## src/hdl/arp_pkg.sv

```systemverilog
`timescale 1ns / 1ps
// Shared types and constants for the AArch64 relocation patcher.
// No dependencies; used by arp_encode and arm64_reloc_patcher_core.
package arp_pkg;

    localparam logic [63:0] PAGE_MASK  = 64'hffff_ffff_ffff_f000;
    localparam logic [31:0] LDST_MASK  = 32'h3b00_0000;
    localparam logic [31:0] LDST_MATCH = 32'h3900_0000;
    localparam logic [31:0] Q128_BITS  = 32'h0480_0000;
    localparam int          REACH_BIT  = 27;

    typedef enum logic [3:0] {
        KIND_UNSIGNED       = 4'd0,
        KIND_SUBTRACTOR     = 4'd1,
        KIND_BRANCH26       = 4'd2,
        KIND_PAGE21         = 4'd3,
        KIND_PAGEOFF12      = 4'd4,
        KIND_GOT_PAGE21     = 4'd5,
        KIND_GOT_PAGEOFF12  = 4'd6,
        KIND_POINTER_TO_GOT = 4'd7,
        KIND_TLV_PAGE21     = 4'd8,
        KIND_TLV_PAGEOFF12  = 4'd9
    } reloc_kind_t;

    typedef enum logic [1:0] {
        WK_NONE = 2'd0,
        WK_32   = 2'd1,
        WK_64   = 2'd2
    } write_kind_t;

    typedef enum logic [1:0] {
        ST_OK          = 2'd0,
        ST_UNDEFINED   = 2'd1,
        ST_UNKNOWN     = 2'd2,
        ST_UNREACHABLE = 2'd3
    } status_t;

    typedef enum logic {
        CFG_ERROR_ON_UNDEFINED = 1'b0,
        CFG_TLS_BASE           = 1'b1
    } cfg_reg_t;

    typedef struct packed {
        logic [3:0]         reloc_kind;
        logic signed [63:0] addend;
        logic [63:0]        target_addr;
        logic [63:0]        minus_addr;
        logic [63:0]        place_addr;
        logic               pc_relative;
        logic               wide_write;
        logic               in_tls_section;
        logic [63:0]        thunk_addr;
        logic               undefined_symbol;
        logic [63:0]        old_word;
    } item_t;

    typedef struct packed {
        logic [63:0] new_word;
        logic [1:0]  write_kind;
        logic [1:0]  status;
    } result_t;

    // Value stage: summed value plus what the encoder still needs
    typedef struct packed {
        logic [3:0]  reloc_kind;
        logic [63:0] value;
        logic [63:0] place_addr;
        logic [63:0] thunk_addr;
        logic [63:0] old_word;
        logic        pc_relative;
        logic        wide_write;
        logic [1:0]  early_status;
    } value_stage_t;

endpackage

```

## src/hdl/arp_encode.sv

```systemverilog
`timescale 1ns / 1ps
// Encoder: turns the formed value into the patched word, write kind and status.
// Depends on arp_pkg.
module arp_encode
(
    input  arp_pkg::value_stage_t stage,
    output arp_pkg::result_t      result
);

    logic [31:0] insn;
    logic [63:0] raw_value;
    logic [63:0] branch_disp;
    logic [63:0] thunk_disp;
    logic        branch_reach;
    logic        thunk_reach;
    logic [63:0] chosen_disp;
    logic [63:0] page_diff;
    logic [31:0] page_bits;
    logic [2:0]  scale;
    logic [11:0] off_bits;

    always_comb
    begin
        insn        = stage.old_word[31:0];
        raw_value   = stage.pc_relative ? stage.value - stage.place_addr : stage.value;
        branch_disp = stage.value - stage.place_addr;
        thunk_disp  = stage.thunk_addr - stage.place_addr;
        branch_reach = (&branch_disp[63:arp_pkg::REACH_BIT])
                     | ~(|branch_disp[63:arp_pkg::REACH_BIT]);
        thunk_reach  = (&thunk_disp[63:arp_pkg::REACH_BIT])
                     | ~(|thunk_disp[63:arp_pkg::REACH_BIT]);
        chosen_disp = branch_reach ? branch_disp : thunk_disp;

        page_diff = (stage.value & arp_pkg::PAGE_MASK)
                  - (stage.place_addr & arp_pkg::PAGE_MASK);
        page_bits = {1'b0, page_diff[13:12], 24'd0, 5'd0}
                  | {8'd0, page_diff[32:14], 5'd0};

        scale = 3'd0;
        if ((insn & arp_pkg::LDST_MASK) == arp_pkg::LDST_MATCH)
        begin
            scale = {1'b0, insn[31:30]};
            if (scale == 3'd0 && (insn & arp_pkg::Q128_BITS) == arp_pkg::Q128_BITS)
            begin
                scale = 3'd4;
            end
        end
        off_bits = stage.value[11:0] >> scale;

        result.new_word   = stage.old_word;
        result.write_kind = arp_pkg::WK_NONE;
        result.status     = stage.early_status;

        if (stage.early_status == arp_pkg::ST_OK)
        begin
            case (stage.reloc_kind)
                arp_pkg::KIND_UNSIGNED,
                arp_pkg::KIND_SUBTRACTOR,
                arp_pkg::KIND_POINTER_TO_GOT:
                begin
                    if (stage.wide_write)
                    begin
                        result.new_word   = raw_value;
                        result.write_kind = arp_pkg::WK_64;
                    end
                    else
                    begin
                        result.new_word   = {32'd0, raw_value[31:0]};
                        result.write_kind = arp_pkg::WK_32;
                    end
                end
                arp_pkg::KIND_BRANCH26:
                begin
                    if (branch_reach || thunk_reach)
                    begin
                        result.new_word   = {32'd0, insn | {6'd0, chosen_disp[27:2]}};
                        result.write_kind = arp_pkg::WK_32;
                    end
                    else
                    begin
                        result.status = arp_pkg::ST_UNREACHABLE;
                    end
                end
                arp_pkg::KIND_PAGE21,
                arp_pkg::KIND_GOT_PAGE21,
                arp_pkg::KIND_TLV_PAGE21:
                begin
                    result.new_word   = {32'd0, insn | page_bits};
                    result.write_kind = arp_pkg::WK_32;
                end
                default:
                begin
                    result.new_word   = {32'd0, insn | {10'd0, off_bits, 10'd0}};
                    result.write_kind = arp_pkg::WK_32;
                end
            endcase
        end
    end

endmodule

```

## src/hdl/arm64_reloc_patcher_core.sv

```systemverilog
`timescale 1ns / 1ps
// Top level of the AArch64 Mach-O relocation patcher.
// Depends on arp_pkg and arp_encode.
//
// One relocation word enters per cycle while the output side is not stalled, and
// its result word leaves from the result register; the three register stages
// (input, summed value, result) keep the sustained rate at one word per cycle
// while result_ready stays high. Configuration writes are always taken (cfg_ready
// is tied high) and must be issued only while the block holds no word.
module arm64_reloc_patcher_core
(
    input  logic                clk,
    input  logic                rst_n,
    input  logic                item_valid,
    output logic                item_ready,
    input  arp_pkg::item_t      item,
    output logic                result_valid,
    input  logic                result_ready,
    output arp_pkg::result_t    result,
    input  logic                cfg_valid,
    output logic                cfg_ready,
    input  logic                cfg_index,
    input  logic [63:0]         cfg_data
);

    logic                  error_on_undefined_reg;
    logic [63:0]           tls_base_reg;

    logic                  in_valid_reg;
    arp_pkg::item_t        in_reg;
    logic                  mid_valid_reg;
    arp_pkg::value_stage_t mid_reg;
    arp_pkg::value_stage_t mid_next;
    logic                  out_valid_reg;
    arp_pkg::result_t      out_reg;
    arp_pkg::result_t      out_next;

    logic                  out_load;
    logic                  mid_load;
    logic                  in_load;
    logic [63:0]           minus_term;
    logic [63:0]           tls_term;

    assign cfg_ready  = 1'b1;
    assign out_load   = !out_valid_reg || result_ready;
    assign mid_load   = !mid_valid_reg || out_load;
    assign in_load    = !in_valid_reg || mid_load;
    assign item_ready = in_load;

    assign result_valid = out_valid_reg;
    assign result       = out_reg;

    always_ff @(posedge clk or negedge rst_n)
    begin
        if (!rst_n)
        begin
            error_on_undefined_reg <= 1'b1;
            tls_base_reg           <= 64'd0;
        end
        else if (cfg_valid)
        begin
            case (cfg_index)
                arp_pkg::CFG_ERROR_ON_UNDEFINED: error_on_undefined_reg <= cfg_data[0];
                arp_pkg::CFG_TLS_BASE:           tls_base_reg           <= cfg_data;
                default:                         tls_base_reg           <= tls_base_reg;
            endcase
        end
    end

    // Value stage: form addend + target - minus (subtractor only) - tls_base (TLS only), flag early errors
    always_comb
    begin
        minus_term = (in_reg.reloc_kind == arp_pkg::KIND_SUBTRACTOR) ? in_reg.minus_addr
                                                                      : 64'd0;
        tls_term   = in_reg.in_tls_section ? tls_base_reg : 64'd0;

        mid_next.reloc_kind  = in_reg.reloc_kind;
        mid_next.value       = in_reg.addend + in_reg.target_addr - minus_term - tls_term;
        mid_next.place_addr  = in_reg.place_addr;
        mid_next.thunk_addr  = in_reg.thunk_addr;
        mid_next.old_word    = in_reg.old_word;
        mid_next.pc_relative = in_reg.pc_relative;
        mid_next.wide_write  = in_reg.wide_write;

        if (in_reg.undefined_symbol && error_on_undefined_reg)
        begin
            mid_next.early_status = arp_pkg::ST_UNDEFINED;
        end
        else if (in_reg.reloc_kind > arp_pkg::KIND_TLV_PAGEOFF12)
        begin
            mid_next.early_status = arp_pkg::ST_UNKNOWN;
        end
        else
        begin
            mid_next.early_status = arp_pkg::ST_OK;
        end
    end

    arp_encode u_encode
    (
        .stage  (mid_reg),
        .result (out_next)
    );

    always_ff @(posedge clk or negedge rst_n)
    begin
        if (!rst_n)
        begin
            in_valid_reg  <= 1'b0;
            mid_valid_reg <= 1'b0;
            out_valid_reg <= 1'b0;
        end
        else
        begin
            if (in_load)
            begin
                in_valid_reg <= item_valid;
            end
            if (mid_load)
            begin
                mid_valid_reg <= in_valid_reg;
            end
            if (out_load)
            begin
                out_valid_reg <= mid_valid_reg;
            end
        end
    end

    always_ff @(posedge clk)
    begin
        if (in_load && item_valid)
        begin
            in_reg <= item;
        end
        if (mid_load && in_valid_reg)
        begin
            mid_reg <= mid_next;
        end
        if (out_load && mid_valid_reg)
        begin
            out_reg <= out_next;
        end
    end

endmodule
```

## config.mk

```make
export PLATFORM = sky130hd
export DESIGN_NAME = arm64_reloc_patcher_core
export DESIGN_NICKNAME = d
export VERILOG_FILES = /design/src/hdl/arp_pkg.sv /design/src/hdl/arp_encode.sv /design/src/hdl/arm64_reloc_patcher_core.sv
export SDC_FILE = /design/constraint.sdc
export NUM_CORES = 1
export LEC_CHECK = 0
export ABC_AREA = 1
export BUFFER_PORTS_ARGS = -buffer_cell sky130_fd_sc_hd__buf_4
export CORE_MARGIN = 10
export CORE_UTILIZATION = 52
export CTS_CLUSTER_DIAMETER = 150
export CTS_CLUSTER_SIZE = 14
export DETAILED_ROUTE_END_ITERATION = 12
export PLACE_DENSITY = 0.82
export SLEW_MARGIN = 20
export SYNTH_ARGS = -nofsm -noshare
export SYNTH_HDL_FRONTEND = slang
export SYNTH_HIERARCHICAL = 1
export SYNTH_SLANG_ARGS = --single-unit
```

## constraint.sdc

```tcl
create_clock -name clk -period 11 [get_ports clk]
set_input_delay 2.2 -clock clk [delete_from_list [all_inputs] [get_ports clk]]
set_output_delay 2.2 -clock clk [all_outputs]
set_load 0.01 [all_outputs]
```

# == Yosys cells after proc, flatten, opt, wreduce, memory -nomap -nowiden ==
# Index checks and enable logic that the tools add are counted.
# word_totals
regBits,792
out_inout_bits,71
elab_cells,89
# op_classes
addsub,6
magnitude_cmp,1
eq_ne,9
n_shift,1
mux,13
bitwise_logic,9
n_reduce_logical,23
# ops
op,count
$sub 64x64->64,4
$pmux 66 s3,1
$mux 64,3
$mux 66,2
$reduce_and 37->1,2
$reduce_or 37->1,2
$mux 68,1
$add 64x64->64,1
$sub 33x33->33,1
$or 32x22->32,1
$or 32x26->32,1
$or 32x32->32,1
$or 31x24->31,1
$mux 28,1
$shr 12x3->12,1
$eq 4x1->1 const B,2
$eq 4x2->1 const B,2
$eq 4x3->1 const B,2
$mux 2,3
$mux 3,2
$reduce_or 3->1,2
$eq 5x5->1 const B,1
$logic_and 1x1->1,5
$eq 4x4->1 const B,1
9 further kinds,19

# == Logic depth before layout (Yosys ltp) ==
# Gate-level depths: netlist of the first run.
# logic_depth
ltp_word,9
mapped_depth,30
depth_no_buf,29

# == Cells and area by module ==
# The synthesis of the first run kept the hierarchy.
# modules_own_cells
module,n_inst,cells_per_inst,area_per_inst_um2
arm64_reloc_patcher_core,1,2743,34369.2
arp_encode,1,3755,17138.9

# == Worst setup path after synthesis of the first run ==
# No wires, ideal clock.
# synth_path
kind,input port to flip-flop
startpoint,input port result_ready
endpoint,register in_reg[0] (netlist name) (enable)
setup_ps,742
arrival_ps,10136
required_ps,10258
path_slack_ps,122
cell_stages,6
n_path_buf,0
cell_sequence,inv_1 > nand2_1 > nor2_1 > nand2_1 > nand2_1 > inv_1
# synth_via
elab_chain_len,4
# synth_lines
element,line_no,rtl
from (decl),arm64_reloc_patcher_core.sv:18,"input logic result_ready,"
$logic_or 1x1->1,arm64_reloc_patcher_core.sv:45,assign out_load = !out_valid_reg || result_ready;
$logic_or 1x1->1,arm64_reloc_patcher_core.sv:46,assign mid_load = !mid_valid_reg || out_load;
$logic_or 1x1->1,arm64_reloc_patcher_core.sv:47,assign in_load = !in_valid_reg || mid_load;
net item_ready,arm64_reloc_patcher_core.sv:15,"output logic item_ready,"
$logic_and 1x1->1,arm64_reloc_patcher_core.sv:132,if (in_load && item_valid)
to (signal assigned),arm64_reloc_patcher_core.sv:134,in_reg <= item;
to (decl),arm64_reloc_patcher_core.sv:30,arp_pkg::item_t in_reg;
# The timed path passes the listed nets, and every way through them passes these cells.
# A chain may end at the register's enable or synchronous reset.

==> results of run 1 <==
==> metrics by stage <==
| step | power (mW) | utilization, % | worst slack (ns) | cells | hold WS (ns) |
|---|---|---|---|---|---|
| 6_report | 14.21 | 59.91 | 5.669 | 8362 | 0.4037 |
| 5_1_grt | 15.12 | 59.91 | 5.470 | 8361 | 0.4189 |
| 4_1_cts | 14.05 | 59.91 | 5.726 | 8361 | 0.4069 |
| 3_5_place_dp | 11.77 | 57.97 | 5.726 | 8257 | 0.4045 |
| 3_3_place_gp | 11.71 | 57.97 | 5.889 | 8257 | 0.4015 |
| 2_1_floorplan | 9.169 | - | 0.1221 | 6498 | 0.4003 |
==> final cells by class <==
| type | count | area, um2 |
|---|---|---|
| well taps | 1287 | 1610 |
| clock inverters | 8 | 117.6 |
| clock buffers | 96 | 1785 |
| multi-input cells | 4270 | 22640 |
| repair buffers | 550 | 4167 |
| fillers | 8661 | 39400 |
| diodes | 1 | 2.502 |
| flip-flops and latches | 792 | 23440 |
| inverters | 1358 | 5112 |
==> power by group through the flow <==
stage                     Sequential [mW]  Clock (mW)  Combinational (mW)
after global placement               4.41           0                7.31
after floorplan                      4.32           0                4.85
after detailed placement             4.41           0                7.35
final                                4.38        2.26                7.57
after CTS                            4.36        2.30                7.40
after global routing                 4.40        2.40                8.32
==> cells by family after synthesis <==
| logic type | after synthesis | share of synthesized area, % |
|---|---|---|
| other | 1 | 0.007280 |
| adders and majority gates | 318 | 9.590 |
| AOI/OAI and AO/OA | 467 | 5.147 |
| muxes | 64 | 1.397 |
| and+or+nand+nor | 3317 | 26.01 |
| xor gates and xnor gates | 103 | 1.751 |
| buffers and inverters | 1436 | 10.58 |
| DFF | 792 | 45.51 |
==> worst max-delay path by stage <==
stage	start	endpoint	slack, ns	depth (start not counted)
floorplan	result_ready	in_reg[0]	0.12	6
global placement	in_reg[390]	mid_reg[256]	5.89	22
detailed placement	in_reg[389]	mid_reg[256]	5.73	22
CTS	in_reg[389]	mid_reg[256]	5.73	22
global route	in_reg[390]	mid_reg[244]	5.47	22
finish	in_reg[389]	mid_reg[256]	5.67	22
==> cell usage after synthesis, types with 8 or more instances <==
cell type,instances,share of area [%]
o21ai_1,10,0.097
o21bai_1,13,0.19
or2_2,11,0.13
buf_2,18,0.17
nor4_1,22,0.27
nand2_2,32,0.39
xor2_1,76,1.3
edfxtp_1,724,42
ha_1,190,4.6
nor2_2,25,0.30
nand3_2,11,0.21
xnor2_1,27,0.46
nand2_1,2409,18
clkbuf_1,48,0.35
fa_1,128,5.0
nand4_1,42,0.51
a21oi_1,205,2.0
nor3_1,27,0.26
mux2_2,63,1.4
nor2_1,417,3.0
inv_1,1322,9.6
a221oi_1,13,0.22
inv_2,28,0.20
clkinv_1,8,0.058
dfrtp_1,67,3.3
o211ai_1,40,0.58
o21ai_0,147,1.4
nand3_1,291,2.8
==> routing by layer <==
layer / share of wire, % / track usage, % / vias up
met5: 0.0049 / 0 / -
met4: 5.1 / 14.04 / 2
met3: 8.2 / 5.692 / 400
met2: 49 / 55.75 / 2074
met1: 38 / 38.81 / 21050
li1: - / - / 21370
==> summary.txt, run 1 <==
DR iter-0 viols: 4237
largest net degree at the start of global routing: 163
GRT overflow: 0
Total GRT Usage: 32.11%
CP endpoint kind: flip-flop
max incr delay on CP: 0.58 ns
sw power: 6.816 mW
CP bufs+invs: 6
Reg-to-Reg End: mid_reg[256]
hold_sp: in_reg[3]
TritonCTS clock tree: built
sequential-to-total area share from yosys stat: 45.51%
RSZ-0062 raised after global routing: false
Sum Neg Setup Slack: 0 ns
Post-Syn Nets: 7278
post-synth cell types: 57
Worst-Skew Late Latency: 0.68 ns
worst path cell trace: nor2_1, nand3_1, inv_2, buf_4, nand2_1, fa_1, inv_1, fa_1, inv_1, ha_1, inv_1, fa_1, inv_1, nand3_1, nand2_1, nand3_1, nand3b_2, nand2_1, nand2_1, nand2_1, nand3_1, nand2_1
DIE AREA: 112000 um2
Comb pwr share: 53.3%
Leak: 29.50 nW
total CTS buffers: 67
Top FF cell, synth: edfxtp_1
EDFF count, synth: 724
Syn-to-layout area delta: 14.31%
HPWL Detailed: 150.5 mm
most common cell after layout, fill and taps aside: nand2_1
initial core utilization: 52.41%
Worst VDD drop: 0.1703 mV
PostCTS Resize Cnt: 0
period utilization: 48.46%
CTS Hold Bufs: 0
first-pass GRT wire length: 269.5 mm
Cell Area, Synth: 51510 um2
Top Ports: 533
row count: 115
clk slew on worst S/H paths: 0.07 ns
vias per inst: 5.370
critical path's slowest cell: fa_1
startpoint class of the critical path: flip-flop
flops & latches, synth: 792
final WL: 184.1 mm
kind of cell adding the most delay to the critical path: simple AND/OR/NAND/NOR gates
Worst-Margin Slew: 1.044 ns
Post-CTS Repair Setup Buffers: 0
Max Slew Vio Count: 0
Area after DPL: 56970 um2
WP data required: 11.41 ns
initial antenna violation count: 4
worst r2r path cells: 22
Core Region: 98280 um2
clock power share: 15.9%
vias in the first global route: 44580
flop2flop setup slack: 5.67 ns
remaining antenna violation count: 0
drt pass-1 iters: 7
die span in x: 334.7 um
worst hold path endpoint: mid_reg[7]
P_int: 7.391 mW
max reg flops: 392
cell mode on critical path: nand2_1
Port-buffer cells: 531
P per Cell Area: 241.3 nW/um2
Hold Crit Class: flip-flop to flip-flop
worst hold path stage count: 0
cells after synthesis: 6498
die height: 334.7 um
run status: complete, no violations
Sequential Power Share: 30.8%
WS Path Type: flip-flop to flip-flop
number of remaining DRC errors: 0
maximum root-to-sink buffer count: 3
min cycle time layout: 5.331 ns
GPL Wtd Cong: 0.9946
reg2reg start: in_reg[389]
Critical Path Fanout Max: 61
async set-reset flop share out of synthesis: 8.586%
final setup vio count: 0
FMAX: 0.1876 GHz
Yosys Warn Count: 6
CP arrival: 5.74 ns
Sw Share: 47.97%
most frequent cells in the layout: nand2_1 (2408), inv_1 (1320), edfxtp_1 (724)
H-tree Lvls: 3
root buffer cell: clkbuf_16
WL/cell: 22.02 um
Avg Cell Area, Syn: 7.927 um2
share of post-route cells with drive strength above 1: 11.75%
relative slew slack: 30.22%
total vias in the final route: 44900
Clock Skew: 0.04923 ns
Hold Fails Final Rpt: 0
CTS sink count: 792
nets@finish: 7819
max_cap viols: 0
Design Area, Final: 58880 um2
No activity file was read; power rests on OpenSTA's default activity.
==> run 2, diff against run 1 <==
- clock period: 11 -> 5 ns (I/O delays scaled with it)
==> summary.txt, run 2 (synthesis results as in run 1) <==
most common cell after layout, fill and taps aside: nand2_1
P_int: 16.33 mW (+120%)
Worst path depth: 23 (+4.5%)
drt pass-1 iters: 6 (-1)
RSZ-0062 raised after global routing: false
DIE AREA: 112000 um2 (unchanged)
HPWL Detailed: 151.6 mm (+0.71%)
Design Area, Final: 59290 um2 (+0.70%)
Syn-to-layout area delta: 15.10%
TritonCTS clock tree: built
Max Slew Vio Count: 0 (unchanged)
initial antenna violation count: 4 (unchanged)
P per Cell Area: 527.8 nW/um2 (+120%)
total CTS buffers: 66 (-1.5%)
die span in x: 334.7 um (unchanged)
root buffer cell: clkbuf_16
initial core utilization: 52.41% (unchanged)
most frequent cells in the layout: nand2_1 (2405), inv_1 (1319), edfxtp_1 (724)
Clock Skew: 0.05850 ns (+0.009272 ns)
Top Ports: 533 (unchanged)
Place WS: 0.2017 ns (-5.525 ns)
Comb pwr share: 53.3% (about the same)
Port-buffer cells: 531 (unchanged)
first-pass GRT wire length: 270.3 mm (+0.29%)
clock power share: 15.7% (-0.2 points)
WP data required: 5.41 ns (-6.00 ns)
CTS sink count: 792 (unchanged)
vias in the first global route: 44340 (-0.53%)
Reg-to-Reg End: result[26]
reg2reg start: mid_reg[144]
CP endpoint kind: flip-flop
worst path cell trace: inv_1, ha_1, nand2_1, nor2_1, nand2_1, nor2_1, nand2_1, nand3_2, nand3_1, nand2_1, nand2_1, nand2_1, nand2_1, nor2_1, nand2_1, nor2_1, nand3_2, nand2_4, buf_12, nand2_1, nand2_1, nand3_1, a21oi_1
Sum Neg Setup Slack: 0 ns (unchanged)
CP bufs+invs: 2 (-4)
run status: complete, no violations
final WL: 183.3 mm (-0.46%)
final setup vio count: 0 (unchanged)
relative slew slack: 28.19% (-2.0 points)
setup ws final: 0.3006 ns (-5.368 ns)
flop2flop setup slack: 0.30 ns (-5.37 ns)
worst r2r path cells: 23 (+4.5%)
Critical Path Fanout Max: 33 (-46%)
row count: 115 (unchanged)
Total GRT Usage: 32.15% (+0.047 points)
Sequential Power Share: 31.0% (+0.2 points)
Hold Fails Final Rpt: 0 (unchanged)
Leak: 29.70 nW (+0.70%)
period utilization: 93.99% (+46 points)
Core Region: 98280 um2 (unchanged)
Worst-Skew Late Latency: 0.67 ns (about the same)
final core utilization: 60.33% (+0.42 points)
clk slew on worst S/H paths: 0.07 ns (about the same)
Fill cells: 8678 (+0.20%)
max_cap viols: 0 (unchanged)
CP arrival: 5.11 ns (-0.63 ns)
WS Path Type: flip-flop to flip-flop
GPL Wtd Cong: 1.050 (+5.6%)
FMAX: 0.2128 GHz (+13%)
max incr delay on CP: 0.49 ns (-0.09 ns)
Critical Path Start: mid_reg[144]
kind of cell adding the most delay to the critical path: simple AND/OR/NAND/NOR gates
GRT overflow: 0 (unchanged)
Worst VDD drop: 0.3305 mV (+94%)
total vias in the final route: 44710 (-0.43%)
DR iter-0 viols: 4453 (+5.1%)
Hold Crit Class: input port to asynchronous set/reset pin
crit path capture: result[26]
cell mode on critical path: nand2_1
number of remaining DRC errors: 0 (unchanged)
maximum root-to-sink buffer count: 3 (unchanged)
H-tree Lvls: 3 (unchanged)
max reg flops: 392 (unchanged)
Area after DPL: 57380 um2 (+0.72%)
remaining antenna violation count: 0 (unchanged)
startpoint class of the critical path: flip-flop
Worst-Margin Slew: 1.077 ns (+0.03265 ns)
critical path's slowest cell: ha_1
WL/cell: 21.82 um (-0.88%)
share of post-route cells with drive strength above 1: 12.24% (+0.49 points)
largest net degree at the start of global routing: 154 (-5.5%)
nets@finish: 7855 (+0.46%)
die height: 334.7 um (unchanged)
Sw Share: 47.82% (-0.16 points)
sw power: 14.96 mW (+120%)
vias per inst: 5.323 (-0.86%)
min cycle time layout: 4.699 ns (-0.6315 ns)
[run 2: changes by cell type in the layout (fill, tap and decap cells not counted), sizes merged]
| cell | change |
|---|---|
| clkinvlp | +2 |
| clkinv | +1 |
| inv | -5 |
| clkbuf | +1 |
| buf | +37 |
[run 2: how the worst min path moves through the flow]
stage	endpoint	slack (ns)	cells past startpoint
floorplan	mid_reg[100]	0.40	0
global placement	mid_reg[47]	0.40	0
detailed placement	mid_reg[107]	0.40	0
CTS	tls_base_reg[1]	0.23	1
global route	tls_base_reg[1]	0.26	1
finish	tls_base_reg[5]	0.26	1
[run 2: layout make-up]
cell class / instances / area (um2) / area share (%)
Timing Repair Buffer: 587 / 4544 / 7.665
Inverter: 1358 / 5120 / 8.636
Clock buffer: 97 / 1789 / 3.018
Clock inverter: 6 / 108.9 / 0.1836
Sequential cell: 792 / 23440 / 39.54
Multi-Input combinational cell: 4270 / 22670 / 38.23
Antenna cell: 1 / 2.502 / 0.004221
Tap cell: 1287 / 1610 / 2.716
[run 2: power groups by stage]
stage | logic (mW) | clock network (mW) | registers (mW)
3_5_place_dp | 16.2 | 0 | 9.76
2_1_floorplan | 10.7 | 0 | 9.42
4_1_cts | 16.3 | 5.00 | 9.64
5_1_grt | 18.4 | 5.23 | 9.72
6_report | 16.7 | 4.92 | 9.69
3_3_place_gp | 16.1 | 0 | 9.75
[run 2: timing repair]
item / in CTS / in global routing
hold endpoints to repair: 0 / 0
setup buffers: 0 / 0
resized for setup: 0 / 2
hold buffers: 0 / 0
setup endpoints to repair: 0 / 13
[run 2: through the flow]
stage / total power, mW / instances / hold WS, ns
after floorplan: 20.11 / 6498 / 0.4003
after global placement: 25.85 / 8294 / 0.4013
after detailed placement: 25.99 / 8294 / 0.4045
after CTS: 30.98 / 8397 / 0.2253
after global routing: 33.31 / 8397 / 0.2564
final: 31.29 / 8398 / 0.2574
[run 2: per-layer routing]
| metal | vias up | share of wire (%) | GRT usage, % |
|---|---|---|---|
| met5 | - | 0.0071 | 0 |
| met4 | 2 | 5.8 | 15.98 |
| met3 | 421 | 7.3 | 4.608 |
| met2 | 1978 | 48 | 55.11 |
| met1 | 20880 | 39 | 39.44 |
| li1 | 21420 | - | - |
